[src/dq_pkg.sv]
// Shared types and constants of the double-ended queue.
// Used by the controller, the datapath, the top level and the checker.
package dq_pkg;

   localparam int unsigned DEPTH_DEFAULT = 16;
   localparam int unsigned OP_W          = 3;
   localparam int unsigned DATA_W        = 32;
   localparam int unsigned STATUS_W      = 2;
   localparam int unsigned OCC_W         = 5;

   typedef enum logic [OP_W-1:0] {
      OP_PUSH_FRONT = 3'd0,
      OP_PUSH_REAR  = 3'd1,
      OP_POP_FRONT  = 3'd2,
      OP_POP_REAR   = 3'd3,
      OP_PEEK_FRONT = 3'd4,
      OP_PEEK_REAR  = 3'd5
   } op_type;

   typedef enum logic [STATUS_W-1:0] {
      ST_OK        = 2'd0,
      ST_UNDERFLOW = 2'd1,
      ST_OVERFLOW  = 2'd2
   } status_type;

   typedef enum logic {
      CS_IDLE = 1'b0,
      CS_RESP = 1'b1
   } ctl_state_type;

   // Commands from the controller to the datapath.
   typedef struct packed {
      logic load;
      logic respond;
   } cmd_type;

endpackage

[src/dq_controller.sv]
// Sequencer of the double-ended queue: accepts a beat, then shows its result.
// Depends on dq_pkg.
module dq_controller (
   input  logic            clock,
   input  logic            reset,
   input  logic            start,
   output logic            busy,
   output logic            rsp_strobe,
   output dq_pkg::cmd_type cmd
);

   dq_pkg::ctl_state_type state_ff, state_in;

   always_ff @(posedge clock) begin
      if (reset) begin
         state_ff <= dq_pkg::CS_IDLE;
      end else begin
         state_ff <= state_in;
      end
   end

   always_comb begin
      state_in    = state_ff;
      busy        = 1'b0;
      rsp_strobe  = 1'b0;
      cmd.load    = 1'b0;
      cmd.respond = 1'b0;
      case (state_ff)
         dq_pkg::CS_IDLE: begin
            if (start) begin
               cmd.load = 1'b1;
               state_in = dq_pkg::CS_RESP;
            end
         end
         dq_pkg::CS_RESP: begin
            busy        = 1'b1;
            rsp_strobe  = 1'b1;
            cmd.respond = 1'b1;
            state_in    = dq_pkg::CS_IDLE;
         end
         default: begin
            state_in = dq_pkg::CS_IDLE;
         end
      endcase
   end

endmodule

[src/dq_datapath.sv]
// Ring store, head pointer and count of the double-ended queue.
// Depends on dq_pkg; driven by commands from dq_controller.
module dq_datapath #(
   parameter int unsigned DEPTH = dq_pkg::DEPTH_DEFAULT
) (
   input  logic                          clock,
   input  logic                          reset,
   input  dq_pkg::cmd_type               cmd,
   input  logic [dq_pkg::OP_W-1:0]       req_op,
   input  logic signed [dq_pkg::DATA_W-1:0] req_value,
   output logic signed [dq_pkg::DATA_W-1:0] rsp_data,
   output logic [dq_pkg::STATUS_W-1:0]   rsp_status,
   output logic [dq_pkg::OCC_W-1:0]      rsp_occupancy,
   output logic                          rsp_is_empty
);

   localparam int unsigned IdxW = $clog2(DEPTH);
   localparam int unsigned CntW = $clog2(DEPTH + 1);
   localparam logic [CntW:0]   DepthX  = (CntW+1)'(DEPTH);
   localparam logic [CntW-1:0] DepthC  = CntW'(DEPTH);
   localparam logic [IdxW-1:0] LastIdx = IdxW'(DEPTH - 1);

   logic signed [dq_pkg::DATA_W-1:0] mem [DEPTH];

   logic [IdxW-1:0] head_ff, head_in;
   logic [CntW-1:0] count_ff, count_in;
   logic signed [dq_pkg::DATA_W-1:0] rd_ff;
   logic            hit_ff, hit;
   dq_pkg::status_type status_ff, status;

   logic            full, empty, wr_en;
   logic [IdxW-1:0] wr_addr, rd_addr;
   logic [IdxW-1:0] head_inc, head_dec, rear_push, rear_slot;
   logic [CntW:0]   sum_push, sum_rear;

   always_comb begin
      full  = (count_ff == DepthC);
      empty = (count_ff == '0);

      head_inc = (head_ff == LastIdx) ? '0 : head_ff + 1'b1;
      head_dec = (head_ff == '0) ? LastIdx : head_ff - 1'b1;

      // head + count and head + count - 1 stay below twice the depth
      sum_push  = (CntW+1)'(head_ff) + (CntW+1)'(count_ff);
      sum_rear  = sum_push - 1'b1;
      rear_push = (sum_push >= DepthX) ? IdxW'(sum_push - DepthX) : IdxW'(sum_push);
      rear_slot = (sum_rear >= DepthX) ? IdxW'(sum_rear - DepthX) : IdxW'(sum_rear);

      head_in  = head_ff;
      count_in = count_ff;
      wr_en    = 1'b0;
      wr_addr  = head_ff;
      rd_addr  = head_ff;
      hit      = 1'b0;
      status   = dq_pkg::ST_OK;

      case (dq_pkg::op_type'(req_op))
         dq_pkg::OP_PUSH_FRONT: begin
            if (full) begin
               status = dq_pkg::ST_OVERFLOW;
            end else begin
               wr_en    = 1'b1;
               wr_addr  = head_dec;
               head_in  = head_dec;
               count_in = count_ff + 1'b1;
            end
         end
         dq_pkg::OP_PUSH_REAR: begin
            if (full) begin
               status = dq_pkg::ST_OVERFLOW;
            end else begin
               wr_en    = 1'b1;
               wr_addr  = rear_push;
               count_in = count_ff + 1'b1;
            end
         end
         dq_pkg::OP_POP_FRONT: begin
            if (empty) begin
               status = dq_pkg::ST_UNDERFLOW;
            end else begin
               hit      = 1'b1;
               head_in  = head_inc;
               count_in = count_ff - 1'b1;
            end
         end
         dq_pkg::OP_POP_REAR: begin
            if (empty) begin
               status = dq_pkg::ST_UNDERFLOW;
            end else begin
               hit      = 1'b1;
               rd_addr  = rear_slot;
               count_in = count_ff - 1'b1;
            end
         end
         dq_pkg::OP_PEEK_FRONT: begin
            if (empty) begin
               status = dq_pkg::ST_UNDERFLOW;
            end else begin
               hit = 1'b1;
            end
         end
         dq_pkg::OP_PEEK_REAR: begin
            if (empty) begin
               status = dq_pkg::ST_UNDERFLOW;
            end else begin
               hit     = 1'b1;
               rd_addr = rear_slot;
            end
         end
         default: begin
         end
      endcase
   end

   always_ff @(posedge clock) begin
      if (cmd.load && wr_en) begin
         mem[wr_addr] <= req_value;
      end
   end

   always_ff @(posedge clock) begin
      if (cmd.load) begin
         rd_ff     <= mem[rd_addr];
         hit_ff    <= hit;
         status_ff <= status;
      end
   end

   always_ff @(posedge clock) begin
      if (reset) begin
         head_ff  <= '0;
         count_ff <= '0;
      end else if (cmd.load) begin
         head_ff  <= head_in;
         count_ff <= count_in;
      end
   end

   // zero data unless the beat actually read a word
   assign rsp_data      = (cmd.respond && hit_ff) ? rd_ff : '0;
   assign rsp_status    = status_ff;
   assign rsp_occupancy = dq_pkg::OCC_W'(count_ff);
   assign rsp_is_empty  = (count_ff == '0);

endmodule

[src/double_ended_queue.sv]
// Double-ended queue of signed 32-bit words kept in a ring store.
// Depends on dq_pkg, dq_controller and dq_datapath.
//
// Request channel: drive req_op and req_value and raise start; the beat is
// taken at the rising edge where start is high and busy is low. Ops are push
// front, push rear, pop front, pop rear, peek front and peek rear.
// Response channel: exactly one response per request, shown for one cycle
// with rsp_strobe high, the cycle right after the request is taken. It holds
// the word read (zero for pushes and underflow), the status (ok, underflow,
// overflow), the occupancy after the op and an empty flag.
// Busy is high during the response cycle, so no new request is taken while
// a response is shown. The response waits on the single registered read
// port of the ring store, read at the accept edge.
// The receiver has no back-pressure: it must take the response when shown.
// Synchronous reset empties the queue (head and count to zero) and returns
// the sequencer to idle; the store itself is not cleared, and no word is
// ever shown from a slot outside the occupied region.
module double_ended_queue #(
   parameter int unsigned DEPTH = dq_pkg::DEPTH_DEFAULT
) (
   input  logic                             clock,
   input  logic                             reset,
   input  logic                             start,
   output logic                             busy,
   input  logic [dq_pkg::OP_W-1:0]          req_op,
   input  logic signed [dq_pkg::DATA_W-1:0] req_value,
   output logic                             rsp_strobe,
   output logic signed [dq_pkg::DATA_W-1:0] rsp_data,
   output logic [dq_pkg::STATUS_W-1:0]      rsp_status,
   output logic [dq_pkg::OCC_W-1:0]         rsp_occupancy,
   output logic                             rsp_is_empty
);

   dq_pkg::cmd_type cmd;

   dq_controller u_ctl (
      .clock      (clock),
      .reset      (reset),
      .start      (start),
      .busy       (busy),
      .rsp_strobe (rsp_strobe),
      .cmd        (cmd)
   );

   dq_datapath #(
      .DEPTH (DEPTH)
   ) u_dp (
      .clock         (clock),
      .reset         (reset),
      .cmd           (cmd),
      .req_op        (req_op),
      .req_value     (req_value),
      .rsp_data      (rsp_data),
      .rsp_status    (rsp_status),
      .rsp_occupancy (rsp_occupancy),
      .rsp_is_empty  (rsp_is_empty)
   );

endmodule

[config.mk]
export PLATFORM = sky130hd
export DESIGN_NAME = double_ended_queue
export DESIGN_NICKNAME = d
export VERILOG_FILES = /design/src/dq_pkg.sv /design/src/dq_controller.sv /design/src/dq_datapath.sv /design/src/double_ended_queue.sv
export SDC_FILE = /design/constraint.sdc
export NUM_CORES = 1
export LEC_CHECK = 0
export BUFFER_PORTS_ARGS = -buffer_cell sky130_fd_sc_hd__buf_4
export CAP_MARGIN = 15
export CORE_UTILIZATION = 40
export CTS_BUF_LIST = sky130_fd_sc_hd__clkbuf_8 sky130_fd_sc_hd__clkbuf_16
export DETAILED_ROUTE_END_ITERATION = 8
export MAX_ROUTING_LAYER = met4
export PLACE_DENSITY_LB_ADDON = 0.15
export SLEW_MARGIN = 0
export SYNTH_ARGS = -nofsm -noshare
export SYNTH_HDL_FRONTEND = slang
export SYNTH_SLANG_ARGS = --single-unit
[constraint.sdc]
create_clock -name clock -period 5.7 [get_ports clock]
set_input_delay 1.14 -clock clock [delete_from_list [all_inputs] [get_ports clock]]
set_output_delay 1.14 -clock clock [all_outputs]
set_load 0.02 [all_outputs]
-- Word level (Yosys, flattened, before mapping)
Memories as Yosys holds them, arrays and structs flattened. A register that Yosys moved wholly into a read port is not among the register bits.
Index checks and enable logic that the tools add are counted.
- bits in registers: 13
- memory bits (writable): 512
- word-level logic and storage cells: 67
- memories: 1
- memories (name ; words ; bits a word ; rd ports ; clocked after Yosys merged registers in ; write ports ; line ; text):
    u_dp.mem ; 16 ; 32 ; 1 ; 1 ; 1 ; dq_datapath.sv:23 ; logic signed [dq_pkg::DATA_W-1:0] mem [DEPTH];
- $add $sub $neg: 8
- order comparisons: 2
- equal/unequal tests: 10
- muxes and demuxes: 27
- bitwise logic cells: 1
- reduce and logical (&&, ||, !) cells: 13
- operators by type and width (cell ; count):
    two-way mux 4 bit ; 9
    two-way mux 32 bit ; 1
    case mux 4 bit (2 select lines) ; 2
    greater-or-equal comparator 6 x 5 -> 1 bit, second input constant ; 2
    subtractor 4 x 1 -> 4 bit, second input constant ; 3
    two-way mux 5 bit ; 2
    case mux 5 bit (2 select lines) ; 1
    two-way mux 1 bit ; 9
    adder 4 x 5 -> 6 bit ; 1
    equality test 3 x 2 -> 1 bit, second input constant ; 2
    equality test 3 bit, second input constant ; 2
    != test 2 bit, second input constant ; 3
    OR reduction 2 bit ; 3
    subtractor 6 x 1 -> 6 bit, second input constant ; 1
    adder 5 x 1 -> 5 bit, second input constant ; 1
    equality test 5 bit, second input constant ; 1
    zero test 5 bit ; 1
    subtractor 5 x 1 -> 5 bit, second input constant ; 1
    adder 4 x 1 -> 4 bit, second input constant ; 1
    equality test 4 bit, second input constant ; 1
    zero test 4 bit ; 1
    case mux 2 bit (2 select lines) ; 1
    AND reduction 4 bit ; 1
    nonzero test 2 bit ; 2
    8 further kinds ; 9

-- Depth between registers and ports, before layout
Gate-level depths: netlist (run 1).
- depth in word-level cells: 6
- mapped depth: 12
- mapped depth without buffers: 10

-- Modules after synthesis
A second synthesis (run 1) with hierarchy kept.
- cells, all modules: 1868
- area total of the unflattened synthesis: 27950.6 um^2
- by module, submodules not included (module ; instances ; cells each ; area an instance (um^2) ; sequential area each (um^2)):
    dq_datapath ; 1 ; 1862 ; 27889.2 ; 16605.9
    dq_controller ; 1 ; 6 ; 61.3 ; 20.0

-- Worst setup path before layout (run 1)
OpenSTA, ideal clock, no wires.
- kind: in2reg
- from: input port req_op[1] (netlist bit)
- to: memory u_dp.mem[13][0] (netlist bit) (enable)
- setup time: 461 ps
- arrival time: 4782 ps
- data required time: 5239 ps
- slack: 457 ps
- stages on the path: 7
- path buffers: 1
- path through: buf_2 -> or2_2 -> a21oi_1 -> mux2_2 -> nor2_1 -> nand2_1 -> nor3_1
- word-level cells in the longest chain between the ends: 6
- elaborated cells on any way between the ends: 8
- classes of those cells: eq/ne (1); mux (4); reduce/logical (3)
- ends and longest elaborated chain (element ; line ; text):
    start: declaration ; double_ended_queue.sv:25 ; input logic [dq_pkg::OP_W-1:0] req_op,
    equality test 3 x 1 -> 1 bit / zero test 3 bit (equally long branches) ; dq_datapath.sv:57 ; case (dq_pkg::op_type'(req_op))
    OR reduction 2 bit (no source line) ; n/a ;
    two-way mux 1 bit ; n/a ;
    logical AND 1 bit ; dq_datapath.sv:116 ; if (cmd.load && wr_en) begin
    two-way mux 1 bit ; dq_datapath.sv:116 ;
    two-way mux 1 bit (implied by the code) ; dq_datapath.sv:117 ; mem[wr_addr] <= req_value;
    end: declaration ; dq_datapath.sv:23 ;
Parallel ways exist; a longest one is shown, timed or not.

-- Final worst setup path (run 1)
- from: register u_dp.count_ff[0] (netlist: u_dp.rsp_occupancy[0])
- to: register u_dp.rd_ff[30] (netlist bit), read port of u_dp.mem, data pin
- word-level cells in the longest chain between the ends: 6
- elaborated cells on any way between the ends: 8
- classes of those cells: add/sub (3); order compare (1); mux (3); reduce/logical (1)
- ends and longest elaborated chain (element ; line ; text):
    start: declaration ; dq_datapath.sv:26 ; logic [CntW-1:0] count_ff, count_in;
    start signal: assignment ; dq_datapath.sv:135 ; count_ff <= count_in;
    adder 4 x 5 -> 6 bit ; dq_datapath.sv:44 ; sum_push = (CntW+1)'(head_ff) + (CntW+1)'(count_ff);
    subtractor 6 x 1 -> 6 bit ; dq_datapath.sv:45 ; sum_rear = sum_push - 1'b1;
    greater-or-equal comparator 6 x 5 -> 1 bit / subtractor 4 x 1 -> 4 bit (equally long branches) ; dq_datapath.sv:47 ; rear_slot = (sum_rear >= DepthX) ? IdxW'(sum_rear - DepthX) : IdxW'(sum_rear);
    two-way mux 4 bit ; dq_datapath.sv:47 ;
    two-way mux 4 bit (*) ; dq_datapath.sv:87, dq_datapath.sv:103 ;
    two-way mux 4 bit (*) ; n/a ;
    end: declaration ; dq_datapath.sv:27 ; logic signed [dq_pkg::DATA_W-1:0] rd_ff;
Mark *: on every way between the ends. The rest lies on a longest branch, timed or not.
A chain may end at the register's enable or synchronous reset.

==> results of run 1 <==
power groups by stage:
stage | combinational [uW] | clock, uW | sequential, uW
3_5_place_dp | 896 | 0 | 4690
6_report | 894 | 3680 | 4600
2_1_floorplan | 564 | 0 | 4670
3_3_place_gp | 887 | 0 | 4690
5_1_grt | 961 | 3910 | 4610
4_1_cts | 900 | 3760 | 4610
worst max-delay path: stages (launching register included):
cell       delay (ns)
dfxtp_1          0.43
ha_1             0.29
fa_1             0.58
inv_1            0.07
ha_1             0.37
o2111ai_4        0.18
o21a_4           0.84
buf_4            0.50
o2111a_1         0.23
nor4_1           0.07
mux2_2           0.26
placed cells by master (no fill, tap or decap), drive strengths merged, types with 4 or more instances in the layout:
cell    count
edfxtp    547
a21o        4
mux2       36
nor4       65
dfxtp      10
buf       131
o2111a    192
xor2        4
o21a        4
ha          9
nor3       10
nand2      13
nor2       23
inv       279
o21ai       9
o211a      64
mux2i       5
a21oi      19
xnor2       8
clkinv     22
and3       33
clkbuf     60
o211ai    258
bufinv      4
through the flow:
stage | hold WS (ns) | instances | total power, uW | cell area [um2] | setup WS, ns
2_1_floorplan | 0.524 | 1791 | 5240 | 25200 | 0.457
3_5_place_dp | 0.620 | 2578 | 5590 | 26700 | 1.01
4_1_cts | 0.630 | 2681 | 9260 | 28500 | 1.58
6_report | 0.636 | 2682 | 9180 | 28500 | 1.53
5_1_grt | 0.652 | 2682 | 9480 | 28500 | 1.39
3_3_place_gp | 0.612 | 2577 | 5580 | 26700 | 1.10
registers in the layout (all words and copies together) (netlist names):
register,count
u_dp.rsp_occupancy,5
u_dp.rsp_status,2
u_dp.rd_ff,32
u_ctl.state_ff,1
u_dp.head_ff,4
u_dp.hit_ff,1
u_dp.mem,512
logic make-up (layout without fill, tap and decap cells):
family	count (synthesis)	after routing	share of synthesized area
compound gates	564	564	0.202
simple gates	159	159	0.0364
fa+ha+maj	11	11	0.00607
buf+inv	446	499	0.0718
other cells	0	1	0
flops	557	557	0.661
mux	41	41	0.0181
xor+xnor	13	13	0.00507
how the worst min path moves through the flow:
stage,to,from
2_1_floorplan,u_dp.head_ff[3]$_SDFFE_PP0P_,u_dp.head_ff[3]$_SDFFE_PP0P_
3_3_place_gp,u_dp.head_ff[3]$_SDFFE_PP0P_,u_dp.head_ff[3]$_SDFFE_PP0P_
3_5_place_dp,u_dp.rsp_occupancy[3]$_SDFFE_PP0P_,u_dp.rsp_occupancy[3]$_SDFFE_PP0P_
4_1_cts,u_dp.head_ff[3]$_SDFFE_PP0P_,u_dp.head_ff[3]$_SDFFE_PP0P_
5_1_grt,u_dp.head_ff[3]$_SDFFE_PP0P_,u_dp.head_ff[3]$_SDFFE_PP0P_
6_report,u_dp.head_ff[3]$_SDFFE_PP0P_,u_dp.head_ff[3]$_SDFFE_PP0P_
final cells by class:
cell class	count	area (um2)
sequential	557	16600
inverter	265	995
timing repair buffer	131	1040
antenna	1	2.50
clock inverter	43	330
fill	5588	33400
clock buffer	60	1500
tap	837	1050
multi-input combinational	788	6990
layer usage:
layer | vias to the layer above | routed length, um | track usage
met1 | 8281 | 31800 | 0.310
met3 | 94 | 3340 | 0.0296
li1 | 7134 | - | -
met4 | 0 | 1340 | 0.0530
met5 | - | 0 | -
met2 | 456 | 34600 | 0.372
==> impl_metrics.toml, run 1 <==
[run_status]
status = "complete, no violations"

[critical_path]
endpoint = "u_dp.rd_ff[30]$_DFFE_PP_"
path_max_fanout = 67
reg2regPathDepth = 10
r2r_start = "u_dp.rsp_occupancy[0]$_SDFFE_PP0P_"
critical_path_class = "flop to flop"
reg2reg_to = "u_dp.rd_ff[30]$_DFFE_PP_"
cp-startpoint = "u_dp.rsp_occupancy[0]$_SDFFE_PP0P_"
required_ns = 6.07
cp-start-kind = "flop"
r2r_setup_slack_ns = 1.53
arrival_ns = 4.53
end_kind = "flop"

[clocking]
h-tree-depth = 2
clockBufferDepth = 3
clkTransAtPathRegs_ns = 0.06
numCtsBuffers = 59
cts-root-buf = "clkbuf_16"
cts_tree = "done"
insertion_delay_ns = 0.64
cts_sinks = 557
cts_resized = 0
hold_buffers = 0
postCtsSetupBuffers = 0

[timing]
post-route-min-period_ns = 4.17
grt_setup_unrepaired = "no"
fin_worst_skew_ns = 0.0280
min_period_over_period = 0.731
slew_headroom = 0.233
tns_ns = 0
drv_slew = 0
worstMarginPinSlew_ns = 1.15
setup_viol = 0
clock.fmax_ghz = 0.240
finalHoldViolations = 0

[power]
seqPwrFrac = 0.502
p_switching_uw = 2220
power.density_nw_per_um2 = 321
p_leak_uw = 0.0104
p_clk_frac = 0.401
p_sw_frac = 0.242
ir_worst_vdd_mv = 0.233
pwr-share-comb = 0.097
intPower_uw = 6960

[synth]
syn_area_um2 = 25200
synthTopCellsByCount = "edfxtp_1, inv_1, o211ai_1"
ys_seq_area_frac = 0.661
synth_edf_count = 547
synth_ff_type = "edfxtp_1"
synth_cells = 1791
async_flop_share = 0
yosysMostFrequentCell = "edfxtp_1"
synth_top_area_share = 0.653
synth_area_leaders = "edfxtp_1, o2111a_1, o211ai_1"
syn_area_per_cell_um2 = 14.0
yosys_warnings = 0
synth_seq_cells = 557
ys_types = 51
yosys.area.top_type = "edfxtp_1"
syn_nets = 1840

[global_route]
grt_max_degree = 86
grt_overflow = 0
grt_usage = 0.230
grt_pass1_wl_mm = 107
antenna_found_initial = 1
grt_pass1_vias = 16000

[finish]
nNetsFinal = 1851
utilization = 0.461
area_growth_syn_to_layout_pct = 13.4
drive_gt1_frac = 0.151

[floorplanning]
core_area_um2 = 61900
die_x_um = 253
dieArea_um2 = 63900
start_util = 0.406
dieHeight_um = 253
ios = 80
rows = 91

[routing]
drt_wl_total_mm = 71.0
via_per_inst = 5.95
drt_iter0_drc = 1437
remaining_drc_errors = 0
num_vias = 16000
antenna_left = 0
wire_per_inst_um = 26.5
drt_pass1_iterations = 5

[placed_design]
detailed_place_hpwl_mm = 35.6
place_congestion = 0.804
place.port_buffers = 79

[worst_hold_path]
hp-class = "flop to flop"
min_path_cells = 2

[run]
cap_violations = 0
No activity file was read; power rests on OpenSTA's default activity.
==> run 2: changes to the inputs <==
--- a/config.mk
+++ b/config.mk
@@ -5,6 +5,7 @@
 export SDC_FILE = /design/constraint.sdc
 export NUM_CORES = 1
 export LEC_CHECK = 0
+export ABC_AREA = 1
 export BUFFER_PORTS_ARGS = -buffer_cell sky130_fd_sc_hd__buf_4
 export CAP_MARGIN = 15
 export CORE_UTILIZATION = 40
==> constraint.sdc (replaced) <==
create_clock -name clock -period 3.7 [get_ports clock]
set_input_delay 0.74 -clock clock [delete_from_list [all_inputs] [get_ports clock]]
set_output_delay 0.74 -clock clock [all_outputs]
set_load 0.02 [all_outputs]
==> run 2 against run 1 <==
  * Non-clock buffer count up 6
  * Sequential share of layout area down 0.26 points
  * Clock skew fell by 0.0035 ns
  * Global-route usage decreased by 0.76 points
  * Combinational power up 66%
  * Fmax up 37%
  * Register-to-register slack worse by 0.88 ns
  * Critical path type unchanged
  * Largest power group unchanged
==> impl_metrics.toml, run 2 <==
[finish]
fin_cells = 3318
final_common_cell = "edfxtp_1"
utilization = 0.465
area_growth_syn_to_layout_pct = 15.2
largest_register_ff_count = 512
drive_gt1_frac = 0.105
regMostFlops = "u_dp.mem"
fill_cells = 5652
final_cell_mix = "edfxtp_1, nand3_1, inv_1"
nNetsFinal = 2485

[critical_path]
cp_num_buf_inv = 2
end_kind = "flop"
cp_common_cell = "nand3_1"
crit_path_cell_trace = "ha_1 > fa_1 > inv_1 > ha_1 > o21ai_4 > buf_12 > nand3_1 > nand3_1 > nand3_1 > nand2_1"
critPathMaxStageDelay_ns = 0.56
critical_path_class = "flop to flop"
critPathSlowestCell = "fa_1"
required_ns = 4.21
critPathTopFamily = "adder cells"
path_max_fanout = 71
cp-start-kind = "flop"
arrival_ns = 3.56

[placed_design]
place_congestion = 0.819
dp.cells = 3212
detailed_place_hpwl_mm = 35.3
place.port_buffers = 79

[worst_hold_path]
hp-class = "input pin to flop"

[synth]
synth_cells = 2361
synth_ff_type = "edfxtp_1"
async_flop_share = 0
synthTopCellsByCount = "edfxtp_1, nand3_1, inv_1"
yosys.area.top_type = "edfxtp_1"
synth_compound_area_frac = 0.00725
ys_seq_area_frac = 0.669
synth_area_leaders = "edfxtp_1, nand3_1, inv_1"
syn_nets = 2410
syn_area_per_cell_um2 = 10.5
synth_seq_cells = 557
synthAdderAreaFrac = 0.00614
synth_edf_count = 547
synth_top_area_share = 0.661
yosys_warnings = 0
synth_xor_xnor_area_share = 0.00211
yosys.area_share.simple = 0.218
yosysMostFrequentCell = "edfxtp_1"
syn_area_um2 = 24900
synthMuxAreaShare = 0
synth_top_family_by_area = "simple AND/OR/NAND/NOR gates"
ys_types = 29

[routing]
drt_iter0_drc = 1349
num_vias = 16900
remaining_drc_errors = 0
via_per_inst = 5.08
antenna_left = 0
drt_pass1_iterations = 5
drt_wl_total_mm = 67.8
wire_per_inst_um = 20.4

[global_route]
grt_max_degree = 105
antenna_found_initial = 1
grt_overflow = 0
grt_pass1_vias = 16400
grt_usage = 0.223
grt_pass1_wl_mm = 102

[clocking]
numCtsBuffers = 59
cts_sinks = 557
insertion_delay_ns = 0.65
cts-root-buf = "clkbuf_16"
clockBufferDepth = 3
postCtsSetupBuffers = 0
hold_buffers = 0
cts_tree = "done"
h-tree-depth = 2
clkTransAtPathRegs_ns = 0.06
cts_resized = 0

[timing]
slew_headroom = 0.335
tns_ns = 0
setup_viol = 0
finalHoldViolations = 0
min_period_over_period = 0.823
post-route-min-period_ns = 3.05
holdWs_ns = 0.338
fin_worst_skew_ns = 0.0245
grt_setup_unrepaired = "no"
drv_slew = 0
clock.fmax_ghz = 0.328
worstMarginPinSlew_ns = 0.997

[floorplanning]
dieHeight_um = 251
start_util = 0.404
rows = 91
ios = 80
die_x_um = 251
dieArea_um2 = 63200
core_area_um2 = 61600

[power]
ir_worst_vdd_mv = 0.328
p_leak_uw = 0.0120
power.density_nw_per_um2 = 501
total_power_uw = 14400

[run_status]
status = "complete, no violations"

[run]
cap_violations = 0
## run 2: cell types whose count changed in the layout (fill, tap and decap cells not counted), moves of 33 or more
cell      previous run  this run
nand3_1              2       524
nand2_1             13       436
o211ai_1           258         5
inv_1              277       489
o2111a_1           192         0
nand3b_1             0        98
nor4_1              64         0
o211a_1             64         0
mux2_2              35         0
and3_1              33         0
## run 2: final cells by class
cell class	instances	area, um2	area share
sequential	557	16600	0.580
inverter	481	1810	0.0630
tap	837	1050	0.0365
clock inverter	46	403	0.0141
antenna	1	2.50	0.0000873
timing repair buffer	137	1300	0.0455
multi-input combinational	1200	5990	0.209
clock buffer	59	1480	0.0515
## run 2: path summary, 6_finish.rpt
kind	end	cells after the start	slack, ns	startpoint
worst max-delay path	u_dp.rd_ff[5]$_DFFE_PP_	10	0.65	u_dp.rsp_occupancy[0]$_SDFFE_PP0P_
worst max register to register	u_dp.rd_ff[5]$_DFFE_PP_	10	0.65	u_dp.rsp_occupancy[0]$_SDFFE_PP0P_
worst min-delay path	u_dp.rsp_occupancy[1]$_SDFFE_PP0P_	2	0.34	reset
worst min register to register	u_dp.rsp_occupancy[4]$_SDFFE_PP0P_	1	0.50	u_dp.rsp_occupancy[4]$_SDFFE_PP0P_
## run 2: cells by family (layout without fill, tap and decap cells)
logic type	count (synthesis)	count (layout)
buffers and inverters	604	723
flip-flops	557	557
adder cells (fa/ha/maj)	11	11
AO/OA/AOI/OAI	33	33
other	0	1
XOR/XNOR	6	6
AND/OR/NAND/NOR	1150	1150
## run 2: metrics by stage
stage	instance area [um2]	setup slack (ns)
6_report	28700	0.654
5_1_grt	28700	0.506
4_1_cts	28700	0.629
3_5_place_dp	26800	0.556
3_3_place_gp	26800	0.610
2_1_floorplan	24900	-0.524
## run 2: power by group
part | total [uW] | switching, uW | leakage [uW] | internal, uW
combinational | 1480 | 1030 | 0.00598 | 444
sequential | 7090 | 43.0 | 0.00502 | 7050
clock | 5780 | 2480 | 0.000964 | 3300
total | 14400 | 3560 | 0.0120 | 10800
## run 2: metal layers
| metal | share of wire | vias to the layer above | wire [um] | track usage |
|---|---|---|---|---|
| li1 | - | 7937 | - | - |
| met1 | 0.44 | 8240 | 29600 | 0.286 |
| met2 | 0.48 | 545 | 32400 | 0.365 |
| met3 | 0.056 | 128 | 3810 | 0.0312 |
| met4 | 0.029 | 0 | 2000 | 0.0723 |
| met5 | 0 | - | 0 | - |
## run 2: worst register-to-register path, delay by kind of cell (launching register included)
family / cells / cell delay, ns
fa+ha+maj: 3 / 1.17
simple gates: 4 / 0.49
buf+inv: 2 / 0.48
flops: 1 / 0.40
compound gates: 1 / 0.39
